[config.mk]
export PLATFORM = sky130hd
export DESIGN_NAME = cube_dir_to_face_uv
export DESIGN_NICKNAME = d
export VERILOG_FILES = /design/src/rtl/cdu_pkg.sv /design/src/rtl/cube_dir_to_face_uv.sv /design/src/rtl/cdu_front.sv /design/src/rtl/cdu_queue.sv /design/src/rtl/cdu_back.sv
export SDC_FILE = /design/constraint.sdc
export NUM_CORES = 2
export LEC_CHECK = 0
export BUFFER_PORTS_ARGS = -buffer_cell sky130_fd_sc_hd__buf_2
export CORE_MARGIN = 2
export CORE_UTILIZATION = 36
export CTS_BUF_LIST = sky130_fd_sc_hd__clkbuf_16
export DETAILED_ROUTE_END_ITERATION = 10
export GPL_TIMING_DRIVEN = 0
export SLEW_MARGIN = 20
export SYNTH_ARGS = -nofsm -noshare
export SYNTH_HDL_FRONTEND = slang
export SYNTH_SLANG_ARGS = --single-unit
[constraint.sdc]
create_clock -name clk -period 46.5 [get_ports clk]
set_clock_uncertainty 0.2 [all_clocks]
set_input_delay 9.3 -clock clk [delete_from_list [all_inputs] [get_ports clk]]
set_output_delay 9.3 -clock clk [all_outputs]
set_load 0.02 [all_outputs]
[src/rtl/cdu_pkg.sv]
// ----------------------------------------------------------------------------
// cdu_pkg
// Face codes and the per-item tag shared by the cube face selection block.
// ----------------------------------------------------------------------------
package cdu_pkg;

    // Cube face numbering
    typedef enum logic [2:0] {
        FACE_POS_X = 3'd0,
        FACE_NEG_X = 3'd1,
        FACE_POS_Y = 3'd2,
        FACE_NEG_Y = 3'd3,
        FACE_POS_Z = 3'd4,
        FACE_NEG_Z = 3'd5
    } face_t;

    // Classification result that travels with each item
    typedef struct packed {
        face_t face;
        logic  degenerate;
    } cdu_tag_t;

    // Entries in the queue between classifier and divider
    localparam int unsigned QUEUE_DEPTH = 4;

endpackage

[src/rtl/cube_dir_to_face_uv.sv]
// ----------------------------------------------------------------------------
// cube_dir_to_face_uv
// Cube map face selection and face coordinates from a fixed-point direction.
// ----------------------------------------------------------------------------
// One direction vector is accepted per clock and one result per clock leaves,
// in order, while the output is not stalled. The path runs through one
// classify register, the four-entry queue, COORD_WIDTH + 1 divider stages (an
// integer-digit stage, then stages that each resolve one fractional quotient
// bit for both coordinates), and the output register. The divider pipeline
// takes a new item every cycle unless the output is stalled. When the output
// is stalled the divider holds, the queue fills, and s_tready drops once the
// queue and the classify register are full. A zero vector returns face -x,
// both coordinates at one half, and the degenerate flag in m_tuser.
// ----------------------------------------------------------------------------
module cube_dir_to_face_uv import cdu_pkg::*;
#(
    parameter int COMP_WIDTH  = 16,
    parameter int COORD_WIDTH = 16
)
(
    input  logic                                         clk,
    input  logic                                         rst_n,
    input  logic                                         s_tvalid,
    output logic                                         s_tready,
    // dir_x, dir_y, dir_z
    input  logic [((3*COMP_WIDTH+7)/8)*8-1:0]            s_tdata,
    output logic                                         m_tvalid,
    input  logic                                         m_tready,
    // face_index, coord_u, coord_v
    output logic [((3+2*COORD_WIDTH+7)/8)*8-1:0]         m_tdata,
    // degenerate
    output logic [0:0]                                   m_tuser
);

    localparam int RW          = COMP_WIDTH + 1;
    localparam int TAG_W       = $bits(cdu_tag_t);
    localparam int ENTRY_W     = TAG_W + 3 * RW;
    localparam int OUT_TDATA_W = ((3 + 2 * COORD_WIDTH + 7) / 8) * 8;

    logic                   push_valid, queue_full;
    cdu_tag_t               push_tag;
    logic [RW-1:0]          push_dist, push_num_u, push_num_v;
    logic [ENTRY_W-1:0]     push_entry, head_entry;
    logic                   head_valid, head_pop;
    cdu_tag_t               head_tag;
    logic [RW-1:0]          head_dist, head_num_u, head_num_v;
    face_t                  face_index;
    logic [COORD_WIDTH-1:0] coord_u, coord_v;
    logic                   degenerate;

    // Classify
    cdu_front #(
        .COMP_WIDTH (COMP_WIDTH)
    ) u_front (
        .clk        (clk),
        .rst_n      (rst_n),
        .s_tvalid   (s_tvalid),
        .s_tready   (s_tready),
        .dir_x      (s_tdata[COMP_WIDTH-1:0]),
        .dir_y      (s_tdata[2*COMP_WIDTH-1:COMP_WIDTH]),
        .dir_z      (s_tdata[3*COMP_WIDTH-1:2*COMP_WIDTH]),
        .push_valid (push_valid),
        .queue_full (queue_full),
        .push_tag   (push_tag),
        .push_dist  (push_dist),
        .push_num_u (push_num_u),
        .push_num_v (push_num_v)
    );

    // Decouple classifier and divider
    assign push_entry = {push_tag, push_dist, push_num_u, push_num_v};

    cdu_queue #(
        .WIDTH (ENTRY_W)
    ) u_queue (
        .clk       (clk),
        .rst_n     (rst_n),
        .push      (push_valid),
        .push_data (push_entry),
        .full      (queue_full),
        .pop       (head_pop),
        .pop_valid (head_valid),
        .pop_data  (head_entry)
    );

    assign head_tag   = head_entry[ENTRY_W-1:3*RW];
    assign head_dist  = head_entry[3*RW-1:2*RW];
    assign head_num_u = head_entry[2*RW-1:RW];
    assign head_num_v = head_entry[RW-1:0];

    // Divide, round and register the result
    cdu_back #(
        .COMP_WIDTH  (COMP_WIDTH),
        .COORD_WIDTH (COORD_WIDTH)
    ) u_back (
        .clk        (clk),
        .rst_n      (rst_n),
        .in_valid   (head_valid),
        .in_pop     (head_pop),
        .in_tag     (head_tag),
        .in_dist    (head_dist),
        .in_num_u   (head_num_u),
        .in_num_v   (head_num_v),
        .m_tvalid   (m_tvalid),
        .m_tready   (m_tready),
        .face_index (face_index),
        .coord_u    (coord_u),
        .coord_v    (coord_v),
        .degenerate (degenerate)
    );

    // Pack the result, zero filled to whole bytes
    assign m_tdata = OUT_TDATA_W'({coord_v, coord_u, face_index});
    assign m_tuser = degenerate;

endmodule

[src/rtl/cdu_front.sv]
// ----------------------------------------------------------------------------
// cdu_front
// Accepts direction vectors, picks the major axis and face, and forms the
// divisor and the two offset numerators for the divider.
// ----------------------------------------------------------------------------
module cdu_front import cdu_pkg::*;
#(
    parameter int COMP_WIDTH = 16
)
(
    input  logic                         clk,
    input  logic                         rst_n,
    input  logic                         s_tvalid,
    output logic                         s_tready,
    input  logic signed [COMP_WIDTH-1:0] dir_x,
    input  logic signed [COMP_WIDTH-1:0] dir_y,
    input  logic signed [COMP_WIDTH-1:0] dir_z,
    output logic                         push_valid,
    input  logic                         queue_full,
    output cdu_tag_t                     push_tag,
    output logic [COMP_WIDTH:0]          push_dist,
    output logic [COMP_WIDTH:0]          push_num_u,
    output logic [COMP_WIDTH:0]          push_num_v
);

    typedef logic [COMP_WIDTH-1:0]        mag_t;
    typedef logic signed [COMP_WIDTH:0]   ext_t;
    typedef logic [COMP_WIDTH:0]          uext_t;

    mag_t     abs_x, abs_y, abs_z;
    ext_t     ext_x, ext_y, ext_z;
    logic     pos_x, pos_y, pos_z;
    logic     is_zero;
    cdu_tag_t tag_next;
    ext_t     major_next, num_u_next, num_v_next;

    logic     front_valid_reg, front_valid_next;
    cdu_tag_t tag_reg;
    ext_t     major_reg, num_u_reg, num_v_reg;
    logic     load;

    ext_t     divisor;
    ext_t     off_u, off_v;

    // Magnitudes and sign-extended components
    assign abs_x = dir_x[COMP_WIDTH-1] ? mag_t'(-dir_x) : mag_t'(dir_x);
    assign abs_y = dir_y[COMP_WIDTH-1] ? mag_t'(-dir_y) : mag_t'(dir_y);
    assign abs_z = dir_z[COMP_WIDTH-1] ? mag_t'(-dir_z) : mag_t'(dir_z);
    assign ext_x = ext_t'(dir_x);
    assign ext_y = ext_t'(dir_y);
    assign ext_z = ext_t'(dir_z);
    assign pos_x = !dir_x[COMP_WIDTH-1] && (dir_x != '0);
    assign pos_y = !dir_y[COMP_WIDTH-1] && (dir_y != '0);
    assign pos_z = !dir_z[COMP_WIDTH-1] && (dir_z != '0);
    assign is_zero = (dir_x == '0) && (dir_y == '0) && (dir_z == '0);

    // Pick the major axis (ties prefer x, then y) and the face-signed numerators
    always_comb
    begin
        tag_next.degenerate = is_zero;
        priority if ((abs_x >= abs_y) && (abs_x >= abs_z))
        begin
            major_next    = ext_x;
            num_u_next    = ext_z;
            tag_next.face = pos_x ? FACE_POS_X : FACE_NEG_X;
            num_v_next    = pos_x ? ext_y : -ext_y;
        end
        else if (abs_y >= abs_z)
        begin
            major_next    = ext_y;
            num_u_next    = ext_x;
            tag_next.face = pos_y ? FACE_POS_Y : FACE_NEG_Y;
            num_v_next    = pos_y ? ext_z : -ext_z;
        end
        else
        begin
            major_next    = ext_z;
            num_u_next    = -ext_x;
            tag_next.face = pos_z ? FACE_POS_Z : FACE_NEG_Z;
            num_v_next    = pos_z ? ext_y : -ext_y;
        end
    end

    // Take a transaction whenever the stage is empty or drains into the queue
    assign s_tready = !front_valid_reg || !queue_full;
    assign load     = s_tvalid && s_tready;

    always_comb
    begin
        front_valid_next = front_valid_reg;
        if (s_tready)
        begin
            front_valid_next = s_tvalid;
        end
    end

    always_ff @(posedge clk or negedge rst_n)
    begin
        if (!rst_n)
        begin
            front_valid_reg <= 1'b0;
        end
        else
        begin
            front_valid_reg <= front_valid_next;
        end
    end

    always_ff @(posedge clk)
    begin
        if (load)
        begin
            tag_reg   <= tag_next;
            major_reg <= major_next;
            num_u_reg <= num_u_next;
            num_v_reg <= num_v_next;
        end
    end

    // Fold the divisor sign into the numerators and offset them into [0, 2d];
    // the face choice keeps each numerator within the divisor magnitude
    assign divisor = major_reg[COMP_WIDTH] ? -major_reg : major_reg;
    assign off_u   = (major_reg[COMP_WIDTH] ? -num_u_reg : num_u_reg) + divisor;
    assign off_v   = (major_reg[COMP_WIDTH] ? -num_v_reg : num_v_reg) + divisor;

    assign push_valid = front_valid_reg;
    assign push_tag   = tag_reg;
    assign push_dist  = uext_t'(divisor);
    assign push_num_u = uext_t'(off_u);
    assign push_num_v = uext_t'(off_v);

endmodule

[src/rtl/cdu_queue.sv]
// ----------------------------------------------------------------------------
// cdu_queue
// Short register queue that decouples the classifier from the divider.
// ----------------------------------------------------------------------------
module cdu_queue import cdu_pkg::*;
#(
    parameter int WIDTH = 8
)
(
    input  logic             clk,
    input  logic             rst_n,
    input  logic             push,
    input  logic [WIDTH-1:0] push_data,
    output logic             full,
    input  logic             pop,
    output logic             pop_valid,
    output logic [WIDTH-1:0] pop_data
);

    localparam int DEPTH = QUEUE_DEPTH;
    localparam int PW    = (DEPTH > 1) ? $clog2(DEPTH) : 1;
    localparam int CNTW  = $clog2(DEPTH + 1);

    typedef logic [PW-1:0]   ptr_t;
    typedef logic [CNTW-1:0] cnt_t;

    logic [WIDTH-1:0] slot_reg [DEPTH];
    ptr_t             wr_ptr_reg, wr_ptr_next;
    ptr_t             rd_ptr_reg, rd_ptr_next;
    cnt_t             count_reg, count_next;
    logic             do_push, do_pop;

    function automatic ptr_t ptr_inc(input ptr_t ptr);
        return (ptr == ptr_t'(DEPTH - 1)) ? '0 : ptr_t'(ptr + 1'b1);
    endfunction

    assign full      = (count_reg == cnt_t'(DEPTH));
    assign pop_valid = (count_reg != '0);
    assign pop_data  = slot_reg[rd_ptr_reg];
    assign do_push   = push && !full;
    assign do_pop    = pop && pop_valid;

    // Advance pointers and fill count
    always_comb
    begin
        wr_ptr_next = do_push ? ptr_inc(wr_ptr_reg) : wr_ptr_reg;
        rd_ptr_next = do_pop ? ptr_inc(rd_ptr_reg) : rd_ptr_reg;
        unique case ({do_push, do_pop})
            2'b10:   count_next = cnt_t'(count_reg + 1'b1);
            2'b01:   count_next = cnt_t'(count_reg - 1'b1);
            default: count_next = count_reg;
        endcase
    end

    always_ff @(posedge clk or negedge rst_n)
    begin
        if (!rst_n)
        begin
            wr_ptr_reg <= '0;
            rd_ptr_reg <= '0;
            count_reg  <= '0;
        end
        else
        begin
            wr_ptr_reg <= wr_ptr_next;
            rd_ptr_reg <= rd_ptr_next;
            count_reg  <= count_next;
        end
    end

    // Store the pushed entry
    always_ff @(posedge clk)
    begin
        if (do_push)
        begin
            slot_reg[wr_ptr_reg] <= push_data;
        end
    end

endmodule

[src/rtl/cdu_back.sv]
// ----------------------------------------------------------------------------
// cdu_back
// Pipelined restoring divider for both face coordinates (an integer digit, then
// one quotient bit per stage), rounding, saturation and the output register.
// ----------------------------------------------------------------------------
module cdu_back import cdu_pkg::*;
#(
    parameter int COMP_WIDTH  = 16,
    parameter int COORD_WIDTH = 16
)
(
    input  logic                   clk,
    input  logic                   rst_n,
    input  logic                   in_valid,
    output logic                   in_pop,
    input  cdu_tag_t               in_tag,
    input  logic [COMP_WIDTH:0]    in_dist,
    input  logic [COMP_WIDTH:0]    in_num_u,
    input  logic [COMP_WIDTH:0]    in_num_v,
    output logic                   m_tvalid,
    input  logic                   m_tready,
    output face_t                  face_index,
    output logic [COORD_WIDTH-1:0] coord_u,
    output logic [COORD_WIDTH-1:0] coord_v,
    output logic                   degenerate
);

    localparam int RW   = COMP_WIDTH + 1;
    localparam int QW   = COORD_WIDTH + 2;
    localparam int LAST = COORD_WIDTH;

    typedef logic [RW-1:0]          rem_t;
    typedef logic [QW-1:0]          quo_t;
    typedef logic [COORD_WIDTH-1:0] coord_t;

    localparam coord_t HALF_COORD = {1'b1, {(COORD_WIDTH-1){1'b0}}};

    logic     vld_reg     [LAST+1];
    logic     vld_next    [LAST+1];
    cdu_tag_t tag_reg     [LAST+1];
    cdu_tag_t tag_next    [LAST+1];
    rem_t     dist_reg    [LAST+1];
    rem_t     dist_next   [LAST+1];
    rem_t     rem_u_reg   [LAST+1];
    rem_t     rem_u_next  [LAST+1];
    rem_t     rem_v_reg   [LAST+1];
    rem_t     rem_v_next  [LAST+1];
    quo_t     quo_u_reg   [LAST+1];
    quo_t     quo_u_next  [LAST+1];
    quo_t     quo_v_reg   [LAST+1];
    quo_t     quo_v_next  [LAST+1];

    logic     out_valid_reg;
    face_t    face_reg;
    coord_t   coord_u_reg, coord_v_reg;
    logic     deg_reg;
    logic     en;

    logic [RW+1:0] int_u, int_v;

    // Integer part of num/d, which lies in 0..2
    function automatic logic [RW+1:0] int_digit(input rem_t num, input rem_t divisor);
        rem_t          two_d;
        logic [RW+1:0] res;
        two_d = {divisor[RW-2:0], 1'b0};
        priority if (num >= two_d)
        begin
            res = {2'd2, rem_t'(num - two_d)};
        end
        else if (num >= divisor)
        begin
            res = {2'd1, rem_t'(num - divisor)};
        end
        else
        begin
            res = {2'd0, num};
        end
        return res;
    endfunction

    // One fractional quotient bit: shift, compare, restore
    function automatic logic [RW:0] frac_digit(input rem_t rem, input rem_t divisor);
        rem_t      shifted;
        logic [RW:0] res;
        shifted = {rem[RW-2:0], 1'b0};
        if (shifted >= divisor)
        begin
            res = {1'b1, rem_t'(shifted - divisor)};
        end
        else
        begin
            res = {1'b0, shifted};
        end
        return res;
    endfunction

    // Halve floor(num * 2^W / d), rounding half up, and saturate at full scale
    function automatic coord_t round_sat(input quo_t quo);
        quo_t                 inc;
        logic [COORD_WIDTH:0] r;
        inc = quo_t'(quo + 1'b1);
        r   = inc[QW-1:1];
        return r[COORD_WIDTH] ? '1 : r[COORD_WIDTH-1:0];
    endfunction

    // Whole pipeline moves when the output register is free or being taken
    assign en     = !out_valid_reg || m_tready;
    assign in_pop = en && in_valid;

    // Stage 0: integer digit from the queue head
    assign int_u         = int_digit(in_num_u, in_dist);
    assign int_v         = int_digit(in_num_v, in_dist);
    assign vld_next[0]   = in_valid;
    assign tag_next[0]   = in_tag;
    assign dist_next[0]  = in_dist;
    assign rem_u_next[0] = int_u[RW-1:0];
    assign rem_v_next[0] = int_v[RW-1:0];
    assign quo_u_next[0] = quo_t'(int_u[RW+1:RW]);
    assign quo_v_next[0] = quo_t'(int_v[RW+1:RW]);

    // Stages 1..LAST: one fractional bit each
    for (genvar k = 1; k <= LAST; k++)
    begin : g_stage
        logic [RW:0] step_u, step_v;

        assign step_u        = frac_digit(rem_u_reg[k-1], dist_reg[k-1]);
        assign step_v        = frac_digit(rem_v_reg[k-1], dist_reg[k-1]);
        assign vld_next[k]   = vld_reg[k-1];
        assign tag_next[k]   = tag_reg[k-1];
        assign dist_next[k]  = dist_reg[k-1];
        assign rem_u_next[k] = step_u[RW-1:0];
        assign rem_v_next[k] = step_v[RW-1:0];
        assign quo_u_next[k] = {quo_u_reg[k-1][QW-2:0], step_u[RW]};
        assign quo_v_next[k] = {quo_v_reg[k-1][QW-2:0], step_v[RW]};
    end

    // Stage valid bits and output valid
    always_ff @(posedge clk or negedge rst_n)
    begin
        if (!rst_n)
        begin
            for (int k = 0; k <= LAST; k++)
            begin
                vld_reg[k] <= 1'b0;
            end
            out_valid_reg <= 1'b0;
        end
        else if (en)
        begin
            for (int k = 0; k <= LAST; k++)
            begin
                vld_reg[k] <= vld_next[k];
            end
            out_valid_reg <= vld_reg[LAST];
        end
    end

    // Stage payload and output register
    always_ff @(posedge clk)
    begin
        if (en)
        begin
            for (int k = 0; k <= LAST; k++)
            begin
                tag_reg[k]   <= tag_next[k];
                dist_reg[k]  <= dist_next[k];
                rem_u_reg[k] <= rem_u_next[k];
                rem_v_reg[k] <= rem_v_next[k];
                quo_u_reg[k] <= quo_u_next[k];
                quo_v_reg[k] <= quo_v_next[k];
            end
            face_reg    <= tag_reg[LAST].face;
            deg_reg     <= tag_reg[LAST].degenerate;
            coord_u_reg <= tag_reg[LAST].degenerate ? HALF_COORD : round_sat(quo_u_reg[LAST]);
            coord_v_reg <= tag_reg[LAST].degenerate ? HALF_COORD : round_sat(quo_v_reg[LAST]);
        end
    end

    assign m_tvalid   = out_valid_reg;
    assign face_index = face_reg;
    assign coord_u    = coord_u_reg;
    assign coord_v    = coord_v_reg;
    assign degenerate = deg_reg;

endmodule

Yosys cells after proc, flatten, opt, wreduce, memory -nomap -nowiden:

Memory sizes are Yosys's and may differ from the RTL's.
Cells that the tools add are included.

* register bits after elaboration: 117
* bits in writable memories: 1767
* output and inout bits: 43
* memories kept: 7

Memories
* u_back.quo_u_reg: depth 17, bits a word 18, rd ports 17, clocked after Yosys merged registers in 0, write ports 17, line cdu_back.sv:48 `quo_t quo_u_reg [LAST+1];`
* u_back.quo_v_reg: depth 17, bits a word 18, rd ports 17, clocked after Yosys merged registers in 0, write ports 17, line cdu_back.sv:50 `quo_t quo_v_reg [LAST+1];`
* u_back.dist_reg: depth 17, bits a word 17, rd ports 16, clocked after Yosys merged registers in 0, write ports 17, line cdu_back.sv:42 `rem_t dist_reg [LAST+1];`
* u_back.rem_u_reg: depth 17, bits a word 17, rd ports 16, clocked after Yosys merged registers in 0, write ports 17, line cdu_back.sv:44 `rem_t rem_u_reg [LAST+1];`
* u_back.rem_v_reg: depth 17, bits a word 17, rd ports 16, clocked after Yosys merged registers in 0, write ports 17, line cdu_back.sv:46 `rem_t rem_v_reg [LAST+1];`
* u_queue.slot_reg: depth 4, bits a word 55, rd ports 1, clocked after Yosys merged registers in 0, write ports 1, line cdu_queue.sv:27 `logic [WIDTH-1:0] slot_reg [DEPTH];`
* +1 memories

* add/sub/neg operators: 53
* order comparisons: 39
* equal/unequal tests: 5
* multiplexer cells: 65
* reductions and logical operators: 28

Operators with widths (number)
* >= comparator 17 bit: 36
* two-way mux 18 bit: 34
* subtractor 17 bit: 36
* two-way mux 17 bit: 12
* negator 16 -> 17 bit: 3
* negator 17 bit: 3
* >= comparator 16 bit: 3
* zero test 16 bit: 3
* two-way mux 16 bit: 3
* negator 16 bit: 3
* nonzero test 16 bit: 3
* two-way mux 19 bit: 2
* adder 18 x 1 -> 18 bit (second input constant): 2
* adder 17 bit: 2
* two-way mux 15 bit: 2
* logical AND 1 bit: 10
* two-way mux 1 bit: 7
* == test 2 bit (second input constant): 3
* zero test 1 bit: 6
* two-way mux 3 bit: 2
* one-hot mux 3 bit (2 select lines): 1
* adder 2 x 1 -> 2 bit (second input constant): 2
* two-way mux 2 bit: 2
* OR reduction 2 bit: 2
* other kinds (7): 8

Logic depth before layout (Yosys ltp):

* depth in word-level cells: 6
* depth in mapped cells: 21
* mapped depth without buffers: 18

By module:

A second synthesis with hierarchy kept.

* cell total of the unflattened synthesis: 7589
* area total of the unflattened synthesis: 87495.2 µm²

By module, submodules not included
* cdu_back: instances 1, cells an instance 6287, area an instance 71258.3 µm²
* cdu_queue: instances 1, cells an instance 327, area an instance 8379.3 µm²
* cdu_front: instances 1, cells an instance 969, area an instance 7816.2 µm²
* cube_dir_to_face_uv: instances 1, cells an instance 6, area an instance 41.3 µm²

Worst setup path after synthesis:

OpenSTA, ideal clock, no wires.

* path type: input to register
* start point: in m_tready
* end point: reg u_back.vld_reg (netlist bit u_back.vld_next[0])
* library setup time: 0.199 ns
* data arrival time: 47.155 ns
* required time: 46.101 ns
* setup slack: -1.053 ns
* stages on the path: 4
* path buffers: 2
* cell sequence: nand2b_1 > clkbuf_1 > buf_1 > mux2_2

* word-level cells in the longest chain between the ends: 1

Ends and longest elaborated chain
* from (decl): line cube_dir_to_face_uv.sv:28 `input logic m_tready,`
* logical OR 1 bit: line cdu_back.sv:107 `assign en = !out_valid_reg || m_tready;`
* to (signal, indexed assignment): line cdu_back.sv:152 `vld_reg[k] <= vld_next[k];`
* to (decl): line cdu_back.sv:38 `logic vld_reg [LAST+1];`

No other way between the ends.
A chain may end at the register's enable or synchronous reset.

Worst setup path in the final report:

* start point: in s_tdata[0]
* end point: reg u_front.num_v_reg[7] (data pin)

* word-level cells in the longest chain between the ends: 5
* elaborated cells between the ends (all ways): 9
* classes of those cells: add/sub (1); order compare (2); mux (3); reduce/logical (3)

Ends and longest elaborated chain
* from (decl): line cube_dir_to_face_uv.sv:26 `input logic [((3*COMP_WIDTH+7)/8)*8-1:0] s_tdata,`
* negator 16 bit: line cdu_front.sv:46 `assign abs_x = dir_x[COMP_WIDTH-1] ? mag_t'(-dir_x) : mag_t'(dir_x);`
* two-way mux 16 bit: line cdu_front.sv:46
* >= comparator 16 bit: line cdu_front.sv:61 `priority if ((abs_x >= abs_y) && (abs_x >= abs_z))`
* logical AND 1 bit: line cdu_front.sv:61
* two-way mux 17 bit (*): line cdu_front.sv:61
* via u_front.num_v_next[7]: line cdu_front.sv:35 `ext_t major_next, num_u_next, num_v_next;`
* to (signal assigned): line cdu_front.sv:116 `num_v_reg <= num_v_next;`
* to (decl): line cdu_front.sv:39 `ext_t major_reg, num_u_reg, num_v_reg;`

Mark *: on every way through the listed nets, which the timed path passes. The rest lies on a longest branch.

==> results.md <==
* Yosys top cell by area: edfxtp_1
* Worst-Skew Late Latency at 830 ps
* Buf/Inv on CP at 3
* Post-route setup slack at ~32000 ps
* Main area contributors after synthesis: edfxtp_1 52%, ha_1 10%, xnor2_1 3.7%, mux2_2 3.6%, a21oi_1 3.2%
* Final setup fails at 0
* Max reg flops at 272
* NumNets Final at approximately 8500
* XOR/XNOR Fraction of Synth Area at 0.0548
* I/O Buffers at 70
* Ys async rst share at 0.0170
* Synth top area share at 0.517
* CTS H-Tree Depth at 4
* DR iter-0 viols at between 4000 and 5000
* Number of CTS-inserted buffers at approximately 170
* CTS clk-pin slew, worst paths at roughly 60 ps
* Synth Area in Compound Gates at 0.115
* WP data arrival at approximately 15000 ps
* Number of max-cap violations at 0
* Cell family with most CP delay: compound AO/OA/AOI/OAI gates
* CP Launch Type: input port
* Distinct cells, synth at 87
* Post-Syn Area at approximately 87000 um2
* Final cell count without fillers at about 11000
* Initial Util at 0.362
* Remaining antenna violation count after routing at 0
* Initial antenna violation count at 2
* Cell Chain, Critical Path: buf_2 > inv_1 > ha_1 > or3b_1 > or3_1 > or3_4 > or3_1 > or2_2 > o21ai_0 > xnor2_1 > ha_1 > o21a_1 > a21oi_1 > o21ai_0 > o21a_1 > buf_6 > a21oi_2 > nor3_1 > o32ai_1
* HPWL after DPL at about 170 mm
* Synth Area in Simple Gates at 0.105
* Post_cts resized at 0
* Post-CTS setup buffers at 0
* RePlAce Congestion at around 0.9
* Final Hold Fails at 0
* Final Max Tran Viols at 0
* Die Area at approximately 250000 um2
* Adder-cell share of the synthesized area at 0.109
* CP endpoint kind: register
* Area growth from synthesis to layout at 12.1%
* Hold WC Path Type: reg2reg
* RSZ-0062 raised after global routing: false
* Number of flops mapped to enable cells by yosys at between 1500 and 2000
* Post-synth top flop: edfxtp_1
* Post-synthesis register bit count at 1528
* Slew @ Worst Pin at 1130 ps
* DR WL/cell at approximately 20 um
* Largest stage delay on the critical path at 520 ps
* Min Tclk post-route at ~14000 ps
* Core area at 241000 um2
* DR vias/cell at about 5.3
* Layout cell share with drive strength beyond 1 at 0.101
* Syn Area/Cell at around 12 um2
* Synth Warn # at 0
* Critical Path Fanout Max at 9
* Largest net degree at the start of global routing at 154
* Main combinational cell family by area after synthesis: compound AO/OA/AOI/OAI gates
* CP max-delay cell: o32ai_1
* Period utilization at 0.310
* Post-route DRC at 0
* Worst slew margin at 0.240
* # hold bufs at CTS at 0
* CTS tree: done
* Overflow after GRT at 0
* Cells after DPL at approximately 11000
* Root buffer cell: clkbuf_16
* TritonCTS Sinks at 1528
* Deepest clock path buffer count at 3
* Setup WS pre-CTS at 31400 ps
* Routed WL at approximately 220 mm
* First-pass iteration count of the detailed router at 7
* # IOs at 95
* Req. time, crit path at approximately 47000 ps
* Mapped Cells at between 7000 and 8000
* Die Span Y at between 400 and 500 um
* Total number of vias at approximately 58000
* Fraction of synthesized area in multiplexers at 0.0580
* Sequential area share after synthesis at 0.525
* CP Class: in2reg
* Die X at between 400 and 500 um
* Fmax at between 0.06 and 0.07 GHz
* Vias in the first global route at roughly 58000
* GRT Util Overall at 0.175
* Status: finished, final reports clean
* Row cnt at 180
* First-pass GRT wire length at between 300 and 400 mm
==> area by class of cell <==
| type | instances | area (um2) |
|---|---|---|
| Antenna cell | 3 | 7.51 |
| Buffer | 159 | 689 |
| Clock buffer | 176 | 4400 |
| Clock inverter | 138 | 1320 |
| Fill cell | 22515 | 143000 |
| Inverter | 602 | 2260 |
| Multi-Input combinational cell | 5141 | 38600 |
| Sequential cell | 1528 | 45800 |
| Tap cell | 3185 | 3990 |
| Timing Repair Buffer | 87 | 767 |
==> layer usage <==
layer,vias to the layer above,global-route usage,part of all wire
li1,28111,-,-
met1,28419,0.233,0.45
met2,1212,0.295,0.48
met3,333,0.0241,0.040
met4,0,0.0503,0.027
met5,-,0,0
==> through the flow <==
stage	hold slack, ps	util	setup TNS (ps)	area, um2
after global routing	217	0.406	0	97800
after detailed placement	205	0.382	0	92000
final	208	0.406	0	97800
after floorplan	200	-	0	87200
after CTS	205	0.406	0	97800
after global placement	202	0.380	-8267080	91600
==> cell usage in the layout (no fill, tap or decap), types with 176 or more instances in the layout <==
cell type and instances:
edfxtp_1 1502, ha_1 703, inv_1 632, a21oi_1 552, nor2_1 489, o21ai_0 385, xnor2_1 371, nand2_1 368
mux2_2 280, clkbuf_16 176
==> worst paths after layout <==
| check | startpoint | endpoint | slack [ps] | depth (start not counted) |
|---|---|---|---|---|
| max | s_tdata[0] | u_front.num_v_reg[7] | 32090 | 19 |
| min | u_back.quo_v_reg[0][95] | u_back.quo_v_reg[0][114] | 210 | 0 |
| min reg2reg | u_back.quo_v_reg[0][95] | u_back.quo_v_reg[0][114] | 210 | 0 |
| min in group asynchronous | rst_n | u_queue.rd_ptr_reg[1] | 8280 | 1 |
| max reg2reg | u_queue.rd_ptr_reg[0] | u_back.rem_u_reg[0][5] | 39560 | 15 |
| max in group asynchronous | rst_n | u_back.vld_next[11] | 37410 | 1 |
==> Yosys cell counts, drive strengths merged, types with 37 or more instances <==
| cell | number |
|---|---|
| edfxtp | 1502 |
| ha | 703 |
| inv | 600 |
| a21oi | 553 |
| nor2 | 489 |
| o21ai | 398 |
| xnor2 | 372 |
| nand2 | 369 |
| mux2 | 280 |
| xor2 | 173 |
| nor2b | 155 |
| nor3 | 153 |
| clkbuf | 126 |
| nand4 | 113 |
| nand2b | 111 |
| or3 | 105 |
| nand3 | 99 |
| mux2i | 71 |
| a21boi | 67 |
| a21o | 66 |
| o21a | 64 |
| a31oi | 59 |
| and2 | 58 |
| mux4 | 53 |
| o21bai | 53 |
| and3 | 46 |
| nor4 | 45 |
| fa | 37 |
| o31ai | 37 |
==> logic make-up (layout without fill, tap and decap cells) <==
kind of cell / Yosys count / count (layout)
and+or+nand+nor: 1837 / 1837
AOI/OAI and AO/OA: 1605 / 1605
DFF: 1528 / 1528
buffers and inverters: 761 / 1162
adders and majority gates: 741 / 741
xor gates and xnor gates: 545 / 545
muxes: 404 / 404
other: 1 / 12
Power is not shown: default switching activity piles up to over one toggle a cycle in this logic, so the estimate is an artifact.
